### src/rtl/lfrm_pkg.sv
// Package for the line follow and range monitor: result kinds, register
// indexes, tracker states, line patterns, wheel speeds and range constants.
// No dependencies.
package lfrm_pkg;

  // Field widths of the sample and result channels.
  localparam int PATTERN_W = 8;
  localparam int RAW_W     = 16;
  localparam int KIND_W    = 3;
  localparam int BYTE_W    = 8;
  localparam int CFG_IDX_W = 1;

  // Result kinds.
  localparam logic [KIND_W-1:0] KIND_ECHO   = 3'd0;
  localparam logic [KIND_W-1:0] KIND_FWD    = 3'd1;
  localparam logic [KIND_W-1:0] KIND_STOP   = 3'd2;
  localparam logic [KIND_W-1:0] KIND_ISECT  = 3'd3;
  localparam logic [KIND_W-1:0] KIND_UNSAFE = 3'd4;
  localparam logic [KIND_W-1:0] KIND_SAFE   = 3'd5;
  localparam logic [KIND_W-1:0] KIND_DIST   = 3'd6;

  // Configuration register indexes.
  localparam logic [CFG_IDX_W-1:0] REG_LINE_ENABLE = 1'd0;
  localparam logic [CFG_IDX_W-1:0] REG_REPORT_CM   = 1'd1;

  // Line patterns with a meaning of their own.
  localparam logic [PATTERN_W-1:0] PAT_NONE   = 8'h00;
  localparam logic [PATTERN_W-1:0] PAT_EDGE_L = 8'h80;
  localparam logic [PATTERN_W-1:0] PAT_EDGE_R = 8'h01;
  localparam logic [PATTERN_W-1:0] PAT_ALL    = 8'hFF;
  localparam logic [PATTERN_W-1:0] PAT_L2     = 8'hC0;
  localparam logic [PATTERN_W-1:0] PAT_L1     = 8'h30;
  localparam logic [PATTERN_W-1:0] PAT_C      = 8'h18;
  localparam logic [PATTERN_W-1:0] PAT_R1     = 8'h0C;
  localparam logic [PATTERN_W-1:0] PAT_R2     = 8'h03;

  // Wheel speeds.
  localparam logic [BYTE_W-1:0] SPD_VEER_LO = 8'd200;
  localparam logic [BYTE_W-1:0] SPD_HARD    = 8'd201;
  localparam logic [BYTE_W-1:0] SPD_SOFT    = 8'd202;
  localparam logic [BYTE_W-1:0] SPD_CRUISE  = 8'd203;
  localparam logic [BYTE_W-1:0] SPD_VEER_HI = 8'd204;

  // Range conversion: cm = 4096 / (clamp(raw) - 10). The quotient is below
  // 64, so the divider starts from 4096 >> 6 and yields six quotient bits.
  localparam int DIST_W = 10;
  localparam int Q_W    = 6;
  localparam logic [RAW_W-1:0]  RAW_MIN    = 16'd100;
  localparam logic [RAW_W-1:0]  RAW_MAX    = 16'd830;
  localparam logic [DIST_W-1:0] RAW_OFFSET = 10'd10;
  localparam logic [DIST_W-1:0] DIV_INIT   = 10'(4096 >> Q_W);
  localparam logic [Q_W-1:0]    CM_UNSAFE  = 6'd4;

  // Tracker states.
  typedef enum logic [8:0] {
    T_NONE      = 9'b000000001,
    T_STOPPED   = 9'b000000010,
    T_OFF_LINE  = 9'b000000100,
    T_INTERSECT = 9'b000001000,
    T_L2        = 9'b000010000,
    T_L1        = 9'b000100000,
    T_C         = 9'b001000000,
    T_R1        = 9'b010000000,
    T_R2        = 9'b100000000
  } track_t;

  // Sequencer states.
  typedef enum logic [2:0] {
    S_IDLE = 3'b001,
    S_DIV  = 3'b010,
    S_OUT  = 3'b100
  } ctrl_t;

  // One result item.
  typedef struct packed {
    logic [KIND_W-1:0] kind;
    logic [BYTE_W-1:0] byte_a;
    logic [BYTE_W-1:0] byte_b;
  } result_t;

endpackage

### src/rtl/lfrm_if.sv
// Handshake channels of the line follow and range monitor: samples,
// results and configuration writes. Depends on lfrm_pkg.
interface lfrm_in_if;
  logic                           valid;
  logic                           ready;
  logic                           command;
  logic [lfrm_pkg::PATTERN_W-1:0] line_pattern;
  logic [lfrm_pkg::RAW_W-1:0]     range_raw;

  modport source (output valid, command, line_pattern, range_raw, input ready);
  modport sink   (input valid, command, line_pattern, range_raw, output ready);
endinterface

interface lfrm_out_if;
  logic                        valid;
  logic                        ready;
  logic [lfrm_pkg::KIND_W-1:0] kind;
  logic [lfrm_pkg::BYTE_W-1:0] byte_a;
  logic [lfrm_pkg::BYTE_W-1:0] byte_b;
  logic                        last;

  modport source (output valid, kind, byte_a, byte_b, last, input ready);
  modport sink   (input valid, kind, byte_a, byte_b, last, output ready);
endinterface

interface lfrm_cfg_if;
  logic                           valid;
  logic                           ready;
  logic [lfrm_pkg::CFG_IDX_W-1:0] index;
  logic                           data;

  modport source (output valid, index, data, input ready);
  modport sink   (input valid, index, data, output ready);
endinterface

### src/rtl/line_follow_and_range_monitor_top.sv
// Channel    | Dir | Payload                                | Transaction
// samples    | in  | command, line_pattern, range_raw       | valid & ready
// results    | out | kind, byte_a, byte_b, last             | valid & ready
// cfg        | in  | index (0 line_enable, 1 report_cm), data | valid & ready
//
// A line sample shows one or two results while line_enable is set, and none otherwise.
// A range reading passes through the divider, which yields six quotient bits at one
// quotient bit per cycle from a shift-and-subtract loop, then one or two results.
// One sample is in flight at a time; samples.ready is low until its last
// result transaction completes. A stalled results channel holds its payload.
// Synchronous reset restores the tracker, the safe flag and both registers.
// Depends on lfrm_pkg and lfrm_if.
module line_follow_and_range_monitor_top (
  input  logic       clk,
  input  logic       rst,
  lfrm_in_if.sink    samples,
  lfrm_out_if.source results,
  lfrm_cfg_if.sink   cfg
);

  lfrm_pkg::ctrl_t   ctrl;
  lfrm_pkg::track_t  track;
  lfrm_pkg::track_t  track_next;
  logic [lfrm_pkg::PATTERN_W-1:0] prev;
  logic              safe_flag;
  logic              line_enable;
  logic              report_cm;
  logic              two_results;
  logic              slot_sel;
  logic [2:0]        step;
  lfrm_pkg::result_t slot0;
  lfrm_pkg::result_t slot1;
  logic [lfrm_pkg::DIST_W-1:0] range_val;
  logic [lfrm_pkg::DIST_W-1:0] divisor;
  logic [lfrm_pkg::DIST_W-1:0] rem;
  logic [lfrm_pkg::Q_W-1:0]    quo;

  logic in_acc;
  logic out_acc;
  logic step_last;
  logic [lfrm_pkg::PATTERN_W-1:0] pat;
  logic              line_two;
  lfrm_pkg::result_t line_res;
  logic              ex_hit;
  lfrm_pkg::track_t  ex_state;
  logic [lfrm_pkg::BYTE_W-1:0] ex_l;
  logic [lfrm_pkg::BYTE_W-1:0] ex_r;
  logic [lfrm_pkg::DIST_W-1:0] dist_clamped;
  logic [lfrm_pkg::DIST_W:0]   rem_shift;
  logic              q_bit;
  logic [lfrm_pkg::DIST_W-1:0] rem_next;
  logic [lfrm_pkg::Q_W-1:0]    cm;
  logic              evt_unsafe;
  logic              evt_safe;
  logic [lfrm_pkg::DIST_W-1:0] report_val;
  lfrm_pkg::result_t dist_res;
  lfrm_pkg::result_t cur;

  // Handshakes.
  assign samples.ready = (ctrl == lfrm_pkg::S_IDLE);
  assign cfg.ready     = 1'b1;
  assign in_acc        = samples.valid & samples.ready;
  assign out_acc       = results.valid & results.ready;
  assign step_last     = (step == 3'd0);
  assign pat           = samples.line_pattern;

  // Exact pattern lookup.
  always_comb begin
    ex_hit   = 1'b1;
    ex_state = lfrm_pkg::T_NONE;
    ex_l     = lfrm_pkg::SPD_CRUISE;
    ex_r     = lfrm_pkg::SPD_CRUISE;
    case (pat)
      lfrm_pkg::PAT_L2: begin
        ex_state = lfrm_pkg::T_L2;
        ex_l     = lfrm_pkg::SPD_HARD;
      end
      lfrm_pkg::PAT_L1: begin
        ex_state = lfrm_pkg::T_L1;
        ex_l     = lfrm_pkg::SPD_SOFT;
      end
      lfrm_pkg::PAT_C: begin
        ex_state = lfrm_pkg::T_C;
      end
      lfrm_pkg::PAT_R1: begin
        ex_state = lfrm_pkg::T_R1;
        ex_r     = lfrm_pkg::SPD_SOFT;
      end
      lfrm_pkg::PAT_R2: begin
        ex_state = lfrm_pkg::T_R2;
        ex_r     = lfrm_pkg::SPD_HARD;
      end
      default: begin
        ex_hit = 1'b0;
      end
    endcase
  end

  // Line tracker step: next state and the optional second result.
  always_comb begin
    track_next = track;
    line_two   = 1'b0;
    line_res   = '{kind: lfrm_pkg::KIND_STOP, byte_a: '0, byte_b: '0};
    if (pat == lfrm_pkg::PAT_NONE || track == lfrm_pkg::T_OFF_LINE) begin
      if (track != lfrm_pkg::T_STOPPED && track != lfrm_pkg::T_OFF_LINE) begin
        line_two = 1'b1;
        if (prev == lfrm_pkg::PAT_EDGE_L) begin
          track_next = lfrm_pkg::T_OFF_LINE;
          line_res   = '{kind: lfrm_pkg::KIND_FWD, byte_a: lfrm_pkg::SPD_VEER_LO,
                         byte_b: lfrm_pkg::SPD_VEER_HI};
        end else if (prev == lfrm_pkg::PAT_EDGE_R) begin
          track_next = lfrm_pkg::T_OFF_LINE;
          line_res   = '{kind: lfrm_pkg::KIND_FWD, byte_a: lfrm_pkg::SPD_VEER_HI,
                         byte_b: lfrm_pkg::SPD_VEER_LO};
        end else begin
          track_next = lfrm_pkg::T_STOPPED;
        end
      end else if (pat == lfrm_pkg::PAT_C) begin
        line_two   = 1'b1;
        track_next = lfrm_pkg::T_NONE;
        line_res   = '{kind: lfrm_pkg::KIND_FWD, byte_a: lfrm_pkg::SPD_CRUISE,
                       byte_b: lfrm_pkg::SPD_CRUISE};
      end
    end else if (pat == lfrm_pkg::PAT_ALL) begin
      if (track != lfrm_pkg::T_INTERSECT) begin
        line_two   = 1'b1;
        track_next = lfrm_pkg::T_INTERSECT;
        line_res   = '{kind: lfrm_pkg::KIND_ISECT, byte_a: '0, byte_b: '0};
      end
    end else if (ex_hit) begin
      if (track != ex_state) begin
        line_two   = 1'b1;
        track_next = ex_state;
        line_res   = '{kind: lfrm_pkg::KIND_FWD, byte_a: ex_l, byte_b: ex_r};
      end
    end else begin
      track_next = lfrm_pkg::T_NONE;
    end
  end

  // Range clamp to 100..830.
  always_comb begin
    if (samples.range_raw < lfrm_pkg::RAW_MIN) begin
      dist_clamped = lfrm_pkg::DIST_W'(lfrm_pkg::RAW_MIN);
    end else if (samples.range_raw > lfrm_pkg::RAW_MAX) begin
      dist_clamped = lfrm_pkg::DIST_W'(lfrm_pkg::RAW_MAX);
    end else begin
      dist_clamped = samples.range_raw[lfrm_pkg::DIST_W-1:0];
    end
  end

  // One shift-and-subtract step of the divider per cycle.
  always_comb begin
    rem_shift = {rem, 1'b0};
    q_bit     = (rem_shift >= {1'b0, divisor});
    if (q_bit) begin
      rem_next = lfrm_pkg::DIST_W'(rem_shift - {1'b0, divisor});
    end else begin
      rem_next = rem_shift[lfrm_pkg::DIST_W-1:0];
    end
  end

  // Safety events and the distance result from the finished quotient.
  always_comb begin
    cm         = {quo[lfrm_pkg::Q_W-2:0], q_bit};
    evt_unsafe = (cm == lfrm_pkg::CM_UNSAFE) && safe_flag;
    evt_safe   = (cm > lfrm_pkg::CM_UNSAFE) && !safe_flag;
    report_val = report_cm ? lfrm_pkg::DIST_W'(cm) : range_val;
    dist_res   = '{kind:   lfrm_pkg::KIND_DIST,
                   byte_a: report_val[7:0],
                   byte_b: lfrm_pkg::BYTE_W'(report_val[lfrm_pkg::DIST_W-1:8])};
  end

  // Sequencer, configuration registers and tracker state.
  always_ff @(posedge clk) begin
    if (rst) begin
      ctrl        <= lfrm_pkg::S_IDLE;
      track       <= lfrm_pkg::T_NONE;
      prev        <= '0;
      safe_flag   <= 1'b1;
      line_enable <= 1'b1;
      report_cm   <= 1'b1;
      two_results <= 1'b0;
      slot_sel    <= 1'b0;
      step        <= '0;
    end else begin
      if (cfg.valid) begin
        case (cfg.index)
          lfrm_pkg::REG_LINE_ENABLE: line_enable <= cfg.data;
          lfrm_pkg::REG_REPORT_CM:   report_cm   <= cfg.data;
          default: ;
        endcase
      end
      case (ctrl)
        lfrm_pkg::S_IDLE: begin
          if (in_acc) begin
            slot_sel <= 1'b0;
            if (samples.command) begin
              step <= 3'(lfrm_pkg::Q_W - 1);
              ctrl <= lfrm_pkg::S_DIV;
            end else if (line_enable) begin
              track       <= track_next;
              prev        <= pat;
              two_results <= line_two;
              ctrl        <= lfrm_pkg::S_OUT;
            end
          end
        end
        lfrm_pkg::S_DIV: begin
          step <= step - 3'd1;
          if (step_last) begin
            if (evt_unsafe) begin
              safe_flag <= 1'b0;
            end else if (evt_safe) begin
              safe_flag <= 1'b1;
            end
            two_results <= evt_unsafe | evt_safe;
            ctrl        <= lfrm_pkg::S_OUT;
          end
        end
        lfrm_pkg::S_OUT: begin
          if (out_acc) begin
            if (results.last) begin
              ctrl <= lfrm_pkg::S_IDLE;
            end else begin
              slot_sel <= 1'b1;
            end
          end
        end
        default: begin
          ctrl <= lfrm_pkg::S_IDLE;
        end
      endcase
    end
  end

  // Result slots and the divider datapath.
  always_ff @(posedge clk) begin
    if (ctrl == lfrm_pkg::S_IDLE && in_acc) begin
      slot0     <= '{kind: lfrm_pkg::KIND_ECHO, byte_a: pat, byte_b: '0};
      slot1     <= line_res;
      range_val <= dist_clamped;
      divisor   <= dist_clamped - lfrm_pkg::RAW_OFFSET;
      rem       <= lfrm_pkg::DIV_INIT;
      quo       <= '0;
    end else if (ctrl == lfrm_pkg::S_DIV) begin
      rem <= rem_next;
      quo <= cm;
      if (step_last) begin
        if (evt_unsafe) begin
          slot0 <= '{kind: lfrm_pkg::KIND_UNSAFE, byte_a: '0, byte_b: '0};
          slot1 <= dist_res;
        end else if (evt_safe) begin
          slot0 <= '{kind: lfrm_pkg::KIND_SAFE, byte_a: '0, byte_b: '0};
          slot1 <= dist_res;
        end else begin
          slot0 <= dist_res;
        end
      end
    end
  end

  // Output register view.
  assign cur            = slot_sel ? slot1 : slot0;
  assign results.valid  = (ctrl == lfrm_pkg::S_OUT);
  assign results.kind   = cur.kind;
  assign results.byte_a = cur.byte_a;
  assign results.byte_b = cur.byte_b;
  assign results.last   = slot_sel | ~two_results;

  // A sample is never taken while a result is on offer.
  a_no_overlap: assert property (@(posedge clk) disable iff (rst)
    samples.ready |-> !results.valid)
    else $error("sample accepted while a result is pending");

  // A range reading always goes through the divider.
  a_range_divides: assert property (@(posedge clk) disable iff (rst)
    (in_acc && samples.command) |=> (ctrl == lfrm_pkg::S_DIV))
    else $error("range reading skipped the divider");

  // The clamped range always yields at least four centimetres.
  a_cm_floor: assert property (@(posedge clk) disable iff (rst)
    (ctrl == lfrm_pkg::S_DIV && step_last) |-> (cm >= lfrm_pkg::CM_UNSAFE))
    else $error("quotient below the clamp floor");

  // Clearing the safe flag goes with a not-safe result at the head.
  a_unsafe_event: assert property (@(posedge clk) disable iff (rst)
    $fell(safe_flag) |-> (results.valid && results.kind == lfrm_pkg::KIND_UNSAFE))
    else $error("safe flag cleared without a not-safe result");

  // The last result of a sample frees the sample channel.
  a_last_frees: assert property (@(posedge clk) disable iff (rst)
    (out_acc && results.last) |=> samples.ready)
    else $error("sample channel not freed after the last result");

endmodule
### src/flat_wrapper.sv
// flat-port wrapper written by rule: the top's interface ports become plain ports
module line_follow_and_range_monitor_top_flat 
  (clk, rst, samples_valid, samples_command, samples_line_pattern, samples_range_raw, samples_ready, results_valid, results_kind, results_byte_a, results_byte_b, results_last, results_ready, cfg_valid, cfg_index, cfg_data, cfg_ready);
  lfrm_in_if samples_i ();
  lfrm_out_if results_i ();
  lfrm_cfg_if cfg_i ();
  input  logic clk;
  input  logic rst;
  input wire logic [$bits(samples_i.valid)-1:0] samples_valid;
  input wire logic [$bits(samples_i.command)-1:0] samples_command;
  input wire logic [$bits(samples_i.line_pattern)-1:0] samples_line_pattern;
  input wire logic [$bits(samples_i.range_raw)-1:0] samples_range_raw;
  output wire logic [$bits(samples_i.ready)-1:0] samples_ready;
  output wire logic [$bits(results_i.valid)-1:0] results_valid;
  output wire logic [$bits(results_i.kind)-1:0] results_kind;
  output wire logic [$bits(results_i.byte_a)-1:0] results_byte_a;
  output wire logic [$bits(results_i.byte_b)-1:0] results_byte_b;
  output wire logic [$bits(results_i.last)-1:0] results_last;
  input wire logic [$bits(results_i.ready)-1:0] results_ready;
  input wire logic [$bits(cfg_i.valid)-1:0] cfg_valid;
  input wire logic [$bits(cfg_i.index)-1:0] cfg_index;
  input wire logic [$bits(cfg_i.data)-1:0] cfg_data;
  output wire logic [$bits(cfg_i.ready)-1:0] cfg_ready;
  assign samples_i.valid = samples_valid;
  assign samples_i.command = samples_command;
  assign samples_i.line_pattern = samples_line_pattern;
  assign samples_i.range_raw = samples_range_raw;
  assign samples_ready = samples_i.ready;
  assign results_valid = results_i.valid;
  assign results_kind = results_i.kind;
  assign results_byte_a = results_i.byte_a;
  assign results_byte_b = results_i.byte_b;
  assign results_last = results_i.last;
  assign results_i.ready = results_ready;
  assign cfg_i.valid = cfg_valid;
  assign cfg_i.index = cfg_index;
  assign cfg_i.data = cfg_data;
  assign cfg_ready = cfg_i.ready;
  line_follow_and_range_monitor_top u_core (.clk(clk), .rst(rst), .samples(samples_i), .results(results_i), .cfg(cfg_i));
endmodule
### config.mk
export PLATFORM = sky130hd
export DESIGN_NAME = line_follow_and_range_monitor_top_flat
export DESIGN_NICKNAME = d
export VERILOG_FILES = /design/src/rtl/lfrm_pkg.sv /design/src/rtl/lfrm_if.sv /design/src/rtl/line_follow_and_range_monitor_top.sv /design/src/flat_wrapper.sv
export SDC_FILE = /design/constraint.sdc
export NUM_CORES = 1
export LEC_CHECK = 0
export BUFFER_PORTS_ARGS = -buffer_cell sky130_fd_sc_hd__buf_2
export CELL_PAD_IN_SITES_DETAIL_PLACEMENT = 1
export CELL_PAD_IN_SITES_GLOBAL_PLACEMENT = 1
export CORE_UTILIZATION = 49
export DETAILED_ROUTE_END_ITERATION = 8
export PLACE_DENSITY = 0.95
export SETUP_SLACK_MARGIN = 0.3
export SLEW_MARGIN = 10
export SYNTH_ARGS = -nofsm -noshare
export SYNTH_HDL_FRONTEND = slang
export SYNTH_SLANG_ARGS = --single-unit
export TNS_END_PERCENT = 50
### constraint.sdc
create_clock -name clk -period 10.4 [get_ports clk]
set_input_delay 2.08 -clock clk [delete_from_list [all_inputs] [get_ports clk]]
set_output_delay 2.08 -clock clk [all_outputs]
set_load 0.05 [all_outputs]
# == After elaboration in Yosys (flattened, before gate mapping) ==
# Index checks and enable logic that the tools add are counted.
# W data, S select, Z words.
# word_totals
word_cells,154
inputBits,32
ff_bits,101
# op_classes
order_cmp,4
addsub,3
n_bitwise,7
reduce_logical,27
n_mux,65
n_eq_ne,29
# op_table
cell,n
$mux W19,11
$mux W18,5
$mux W9,8
$mux W16,3
$pmux W9 S5,1
$mux W10,4
$mux W3,9
$eq A8 B8 Y1 const B,3
$mux W1,17
$mux W17,1
$gt A16 B10 Y1 const B,1
$lt A16 B7 Y1 const B,1
$ne A2 B2 Y1 const B,7
$ge A11 B10 Y1,1
$reduce_and A5 Y1,2
$reduce_bool A2 Y1,5
$sub A10 B10 Y10,1
$sub A10 B4 Y10 const B,1
$eq A9 B3 Y1 const B,1
$ne A9 B2 Y1 const B,1
$ne A9 B3 Y1 const B,1
$ne A9 B4 Y1 const B,1
$ne A9 B9 Y1,1
$pmux W3 S3,1
32 further kinds,48

# == Logic depth before layout (Yosys ltp) ==
# logic_depth
ltp_word,11
mapped_depth,12
ltp_nobuf,11

# == Worst setup path before layout ==
# OpenSTA, ideal clock, no wires.
# synth_path
path_kind,input to register
from,in samples_line_pattern[2]
to,reg u_core.slot1[11] in the netlist's numbering (data pin)
stages,8
n_path_buf,1
setup_slack_ns,5.795
t_arrival_ns,4.334
setup_ns,0.271
cell_sequence,buf_6 -> or4_4 -> or4_4 -> xnor2_2 -> nor4_1 -> a21oi_1 -> o21ai_1 -> o21ai_0
# synth_via
elab_chain_cells,8
# synth_rtl
element,line_no,text
"start, declared",flat_wrapper.sv:11,input wire logic [$bits(samples_i.line_pattern)-1:0] samples_line_pattern;
$eq A8 B2 Y1 (tied with other cells),line_follow_and_range_monitor_top.sv:73,case (pat)
$pmux W9 S5,line_follow_and_range_monitor_top.sv:73,
$ne A9 B9 Y1,line_follow_and_range_monitor_top.sv:131,if (track != ex_state) begin
$mux W18,line_follow_and_range_monitor_top.sv:131,
$mux W19,line_follow_and_range_monitor_top.sv:130,end else if (ex_hit) begin
$mux W19,line_follow_and_range_monitor_top.sv:124,end else if (pat == lfrm_pkg::PAT_ALL) begin
$mux W19 *,line_follow_and_range_monitor_top.sv:104,if (pat == lfrm_pkg::PAT_NONE || track == lfrm_pkg::T_OFF_LINE) begin
$mux W19 *,line_follow_and_range_monitor_top.sv:239,if (ctrl == lfrm_pkg::S_IDLE && in_acc) begin
"end signal, assigned",line_follow_and_range_monitor_top.sv:241,slot1 <= line_res;
"end signal, assigned",line_follow_and_range_monitor_top.sv:252,slot1 <= dist_res;
"end signal, assigned",line_follow_and_range_monitor_top.sv:255,slot1 <= dist_res;
"end, declared",line_follow_and_range_monitor_top.sv:32,lfrm_pkg::result_t slot1;
# Every way passes the cells marked *; elsewhere a longest branch is shown, timed or not.
# A chain may end at the register's enable or synchronous reset.

# == Worst setup path in the final report ==
# layout_path
from,in samples_range_raw[13]
to,reg u_core.divisor[8] in the netlist's numbering (data pin)
# layout_via
elab_chain_cells,4
# layout_rtl
element,line_no,text
"start, declared",flat_wrapper.sv:12,input wire logic [$bits(samples_i.range_raw)-1:0] samples_range_raw;
$gt A16 B10 Y1,line_follow_and_range_monitor_top.sv:145,end else if (samples.range_raw > lfrm_pkg::RAW_MAX) begin
$mux W10,line_follow_and_range_monitor_top.sv:145,
$mux W10 *,line_follow_and_range_monitor_top.sv:143,if (samples.range_raw < lfrm_pkg::RAW_MIN) begin
net u_core.dist_clamped (one bit),line_follow_and_range_monitor_top.sv:48,logic [lfrm_pkg::DIST_W-1:0] dist_clamped;
$sub A10 B4 Y10 *,line_follow_and_range_monitor_top.sv:243,divisor <= dist_clamped - lfrm_pkg::RAW_OFFSET;
"end signal, assigned",line_follow_and_range_monitor_top.sv:243,
"end, declared",line_follow_and_range_monitor_top.sv:34,logic [lfrm_pkg::DIST_W-1:0] divisor;
# Mark *: on every way through the listed nets, which the timed path passes. The rest lies on a longest branch.

==> run metrics <==
status finished clean; worst vdd ir 0.101 mV; crit start category primary input; initial antenna violation count 0; register share of total power 44.6%; WHS Path Cells 2; slew at the pin with the worst max-slew slack 1.02 ns; Setup TNS 0 ns; # clock sinks 90; Final Cell Area 0.00544 sq mm; crit path time final 4.75 ns; Post-Syn Area per Cell 9.33 sq um; Detail Route Antenna Nets 0; Post-Syn Instances 531; Overall Global Routing Usage 28.5%; Synth Warn # 0; NetSw 0.423 mW; final worst path period share 45.7%; required time of the worst setup path 10.53 ns; PortBufs 51; number of setup buffers added after CTS 0; GPL Wtd Cong 0.847; Post-synth ARST share 0%; final WL 14.5 mm; Post-synth EDFFs 42; worst setup margin 5.65 ns; post-synthesis sequential area ratio 44.8%; placed cell areas 0.00526 sq mm; chip height 103 microns; DP Worst Slack 5.34 ns; hold buffer count at CTS 0; Final Core Density 55.7%; Initial Util 50.7%; Peak Freq 210 MHz; TritonCTS clock tree built; final hold vios 0; Post-Syn Area 0.00496 sq mm; Layout area overhead 9.77%; post-synth cell types 70; wire per inst 20.4 microns; largest family of logic cells by synthesized area simple AND/OR/NAND/NOR gates; Worst-path clk slew 0.10 ns; Antenna diodes 0; layout cells sized above 1 18.6%; Layout Skew 0.0182 ns; core area 0.00977 sq mm; vias per cell 6.11; WP data arrival 4.88 ns; slowest CP cell a2111oi_0; multi-input logic area 0.00247 sq mm; fill count 1151; Power Dens Cells 195 mW/mm^2; DRC 0; final setup fails 0; R2R depth 10; I/O Pins 55; Clock Latency Late Sink 0.38 ns; combinational cell fraction of total power 33.1%; die footprint 0.0105 sq mm; Simple-Gate Fraction of Synth Area 20.6%; clock network fraction of total power 22.3%; Hold WC Path Type flip-flop to flip-flop; crit path capture type flip-flop; max-slew violations 0; Synth Area in XOR/XNOR 2.63%; mux cell area share after synthesis 6.39%; P_int 0.638 mW; sw frac 39.8%; Post-Synth Adder-Cell Area 3.69%; H-tree depth 3; total grt overflow 0; Core Rows 36; Root Buffer clkbuf_8; Max-Slew Margin vs Limit 30.0%; compound-cell area share of the yosys netlist 16.2%; via count 4317; Resize count post-CTS 0; Total Power 1.06 mW; TritonCTS Buffers 9; FF+latch count, synth 90; Worst Path Class, Setup primary input to flip-flop; nets 615; chip width 103 microns; worst-path cell chain buf_2 -> nor4_1 -> nand3b_1 -> or4_1 -> o21a_1 -> a2111oi_0 -> nand2_1 -> xnor2_1; buffer depth of the longest clock path 2; first-pass GRT wire length 22.6 mm; commonest register cell after synthesis dfxtp_1; CP max FO 8; DP Wirelength 10.3 mm; largest net degree at the start of global routing 31; vias in the first global route 4452; CP peak stage delay 0.90 ns; drt pass-1 iters 7; max_cap viols 0; RSZ-0062 raised after global routing false; register area 0.00222 sq mm; Lkg Pwr 2.21 nW; DR iter-0 viols 269
-- cells in the final DEF (no fill, tap or decap), drive strengths merged, types with 5 or more instances in the layout --
cell / n
buf: 55
nor2: 49
dfxtp: 48
a21oi: 42
edfxtp: 42
nand2: 39
o21ai: 37
inv: 36
nand3: 22
mux2i: 17
mux2: 13
ha: 13
or4: 13
xnor2: 12
nor2b: 11
nor3: 10
clkbuf: 9
or2: 8
nand2b: 6
nor4: 6
o21a: 5
or3: 5
a22o: 5
-- flip-flops by register name, summed over array words and instances, names as in the netlist, 3 cells and up --
register and count:
u_core.slot1 15, u_core.slot0 13, u_core.divisor 10, u_core.rem 10, u_core.range_val 9, u_core.track 9, u_core.prev 8, u_core.quo 5
u_core.ctrl 3, u_core.step 3
-- worst paths after layout --
kind                    startpoint                end  slack, ns
max          samples_range_raw[13]  u_core.divisor[8]       5.65
min               u_core.slot0[18]   u_core.slot0[18]       0.50
max reg2reg      u_core.divisor[8]    u_core.slot1[6]       6.61
min reg2reg       u_core.slot0[18]   u_core.slot0[18]       0.50
-- cell families (layout without fill, tap and decap cells) --
group	after synthesis	in the layout
buffers and inverters	60	102
AND/OR/NAND/NOR	192	192
multiplexers	30	30
AO/OA/AOI/OAI	129	129
flip-flops	90	90
other	2	3
XOR/XNOR	14	14
adder cells (fa/ha/maj)	14	14
-- synth_stat cells (all sizes together) (4+ instances only) --
library cell  count  area [sq um]
a31oi             4          25.0
nand3            22           115
nand2            39           149
mux2             13           146
dfxtp            48           961
and3              4          26.3
or2               8          50.1
nor4              6          43.8
nand2b            6          37.5
ha               13           163
o31ai             4          30.0
nand3b            4          30.0
a21oi            42           210
clkbuf           18          67.6
edfxtp           42          1260
xnor2            12           113
nor2             49           184
buf              11          86.3
inv              31           116
nor3             10          50.1
or3               5          31.3
nand4             4          25.0
a22o              5          43.8
o21ai            37           185
or4              13           116
o21a              5          37.5
nor2b            11          68.8
mux2i            17           170
-- layer usage --
| layer | up-vias | GRT usage [%] | wire, microns |
|---|---|---|---|
| met5 | - | 0 | 0 |
| met3 | 45 | 5.15 | 736 |
| met4 | 0 | 11.1 | 428 |
| li1 | 1996 | - | - |
| met2 | 172 | 49.2 | 7220 |
| met1 | 2104 | 35.5 | 6070 |
-- per-stage QoR --
stage          hold WS, ns  cells
6_report             0.499    707
5_1_grt              0.520    707
4_1_cts              0.499    707
3_5_place_dp         0.480    691
3_3_place_gp         0.443    691
2_1_floorplan        0.434    532
-- worst max-delay path, delay by kind of cell --
family,cells,cell delay (ns)
XOR/XNOR,1,0.19
buffers and inverters,1,0.10
AO/OA/AOI/OAI,2,1.13
AND/OR/NAND/NOR,4,1.37
-- final cells by class --
| cell class | instances | share of cell area [%] |
|---|---|---|
| clock inverters | 7 | 1.08 |
| repair buffers | 55 | 5.24 |
| multi-input cells | 382 | 45.4 |
| well taps | 133 | 3.06 |
| inverters | 31 | 2.14 |
| clock buffers | 9 | 2.28 |
| flip-flops and latches | 90 | 40.8 |
-- power by group through the flow --
stage               registers (mW)  clock network, mW  logic, mW
global placement             0.474                  0      0.321
detailed placement           0.479                  0      0.339
global route                 0.478              0.248      0.377
CTS                          0.472              0.234      0.348
floorplan                    0.468                  0      0.253
finish                       0.473              0.236      0.352
Power figures use the tool's default switching activity.
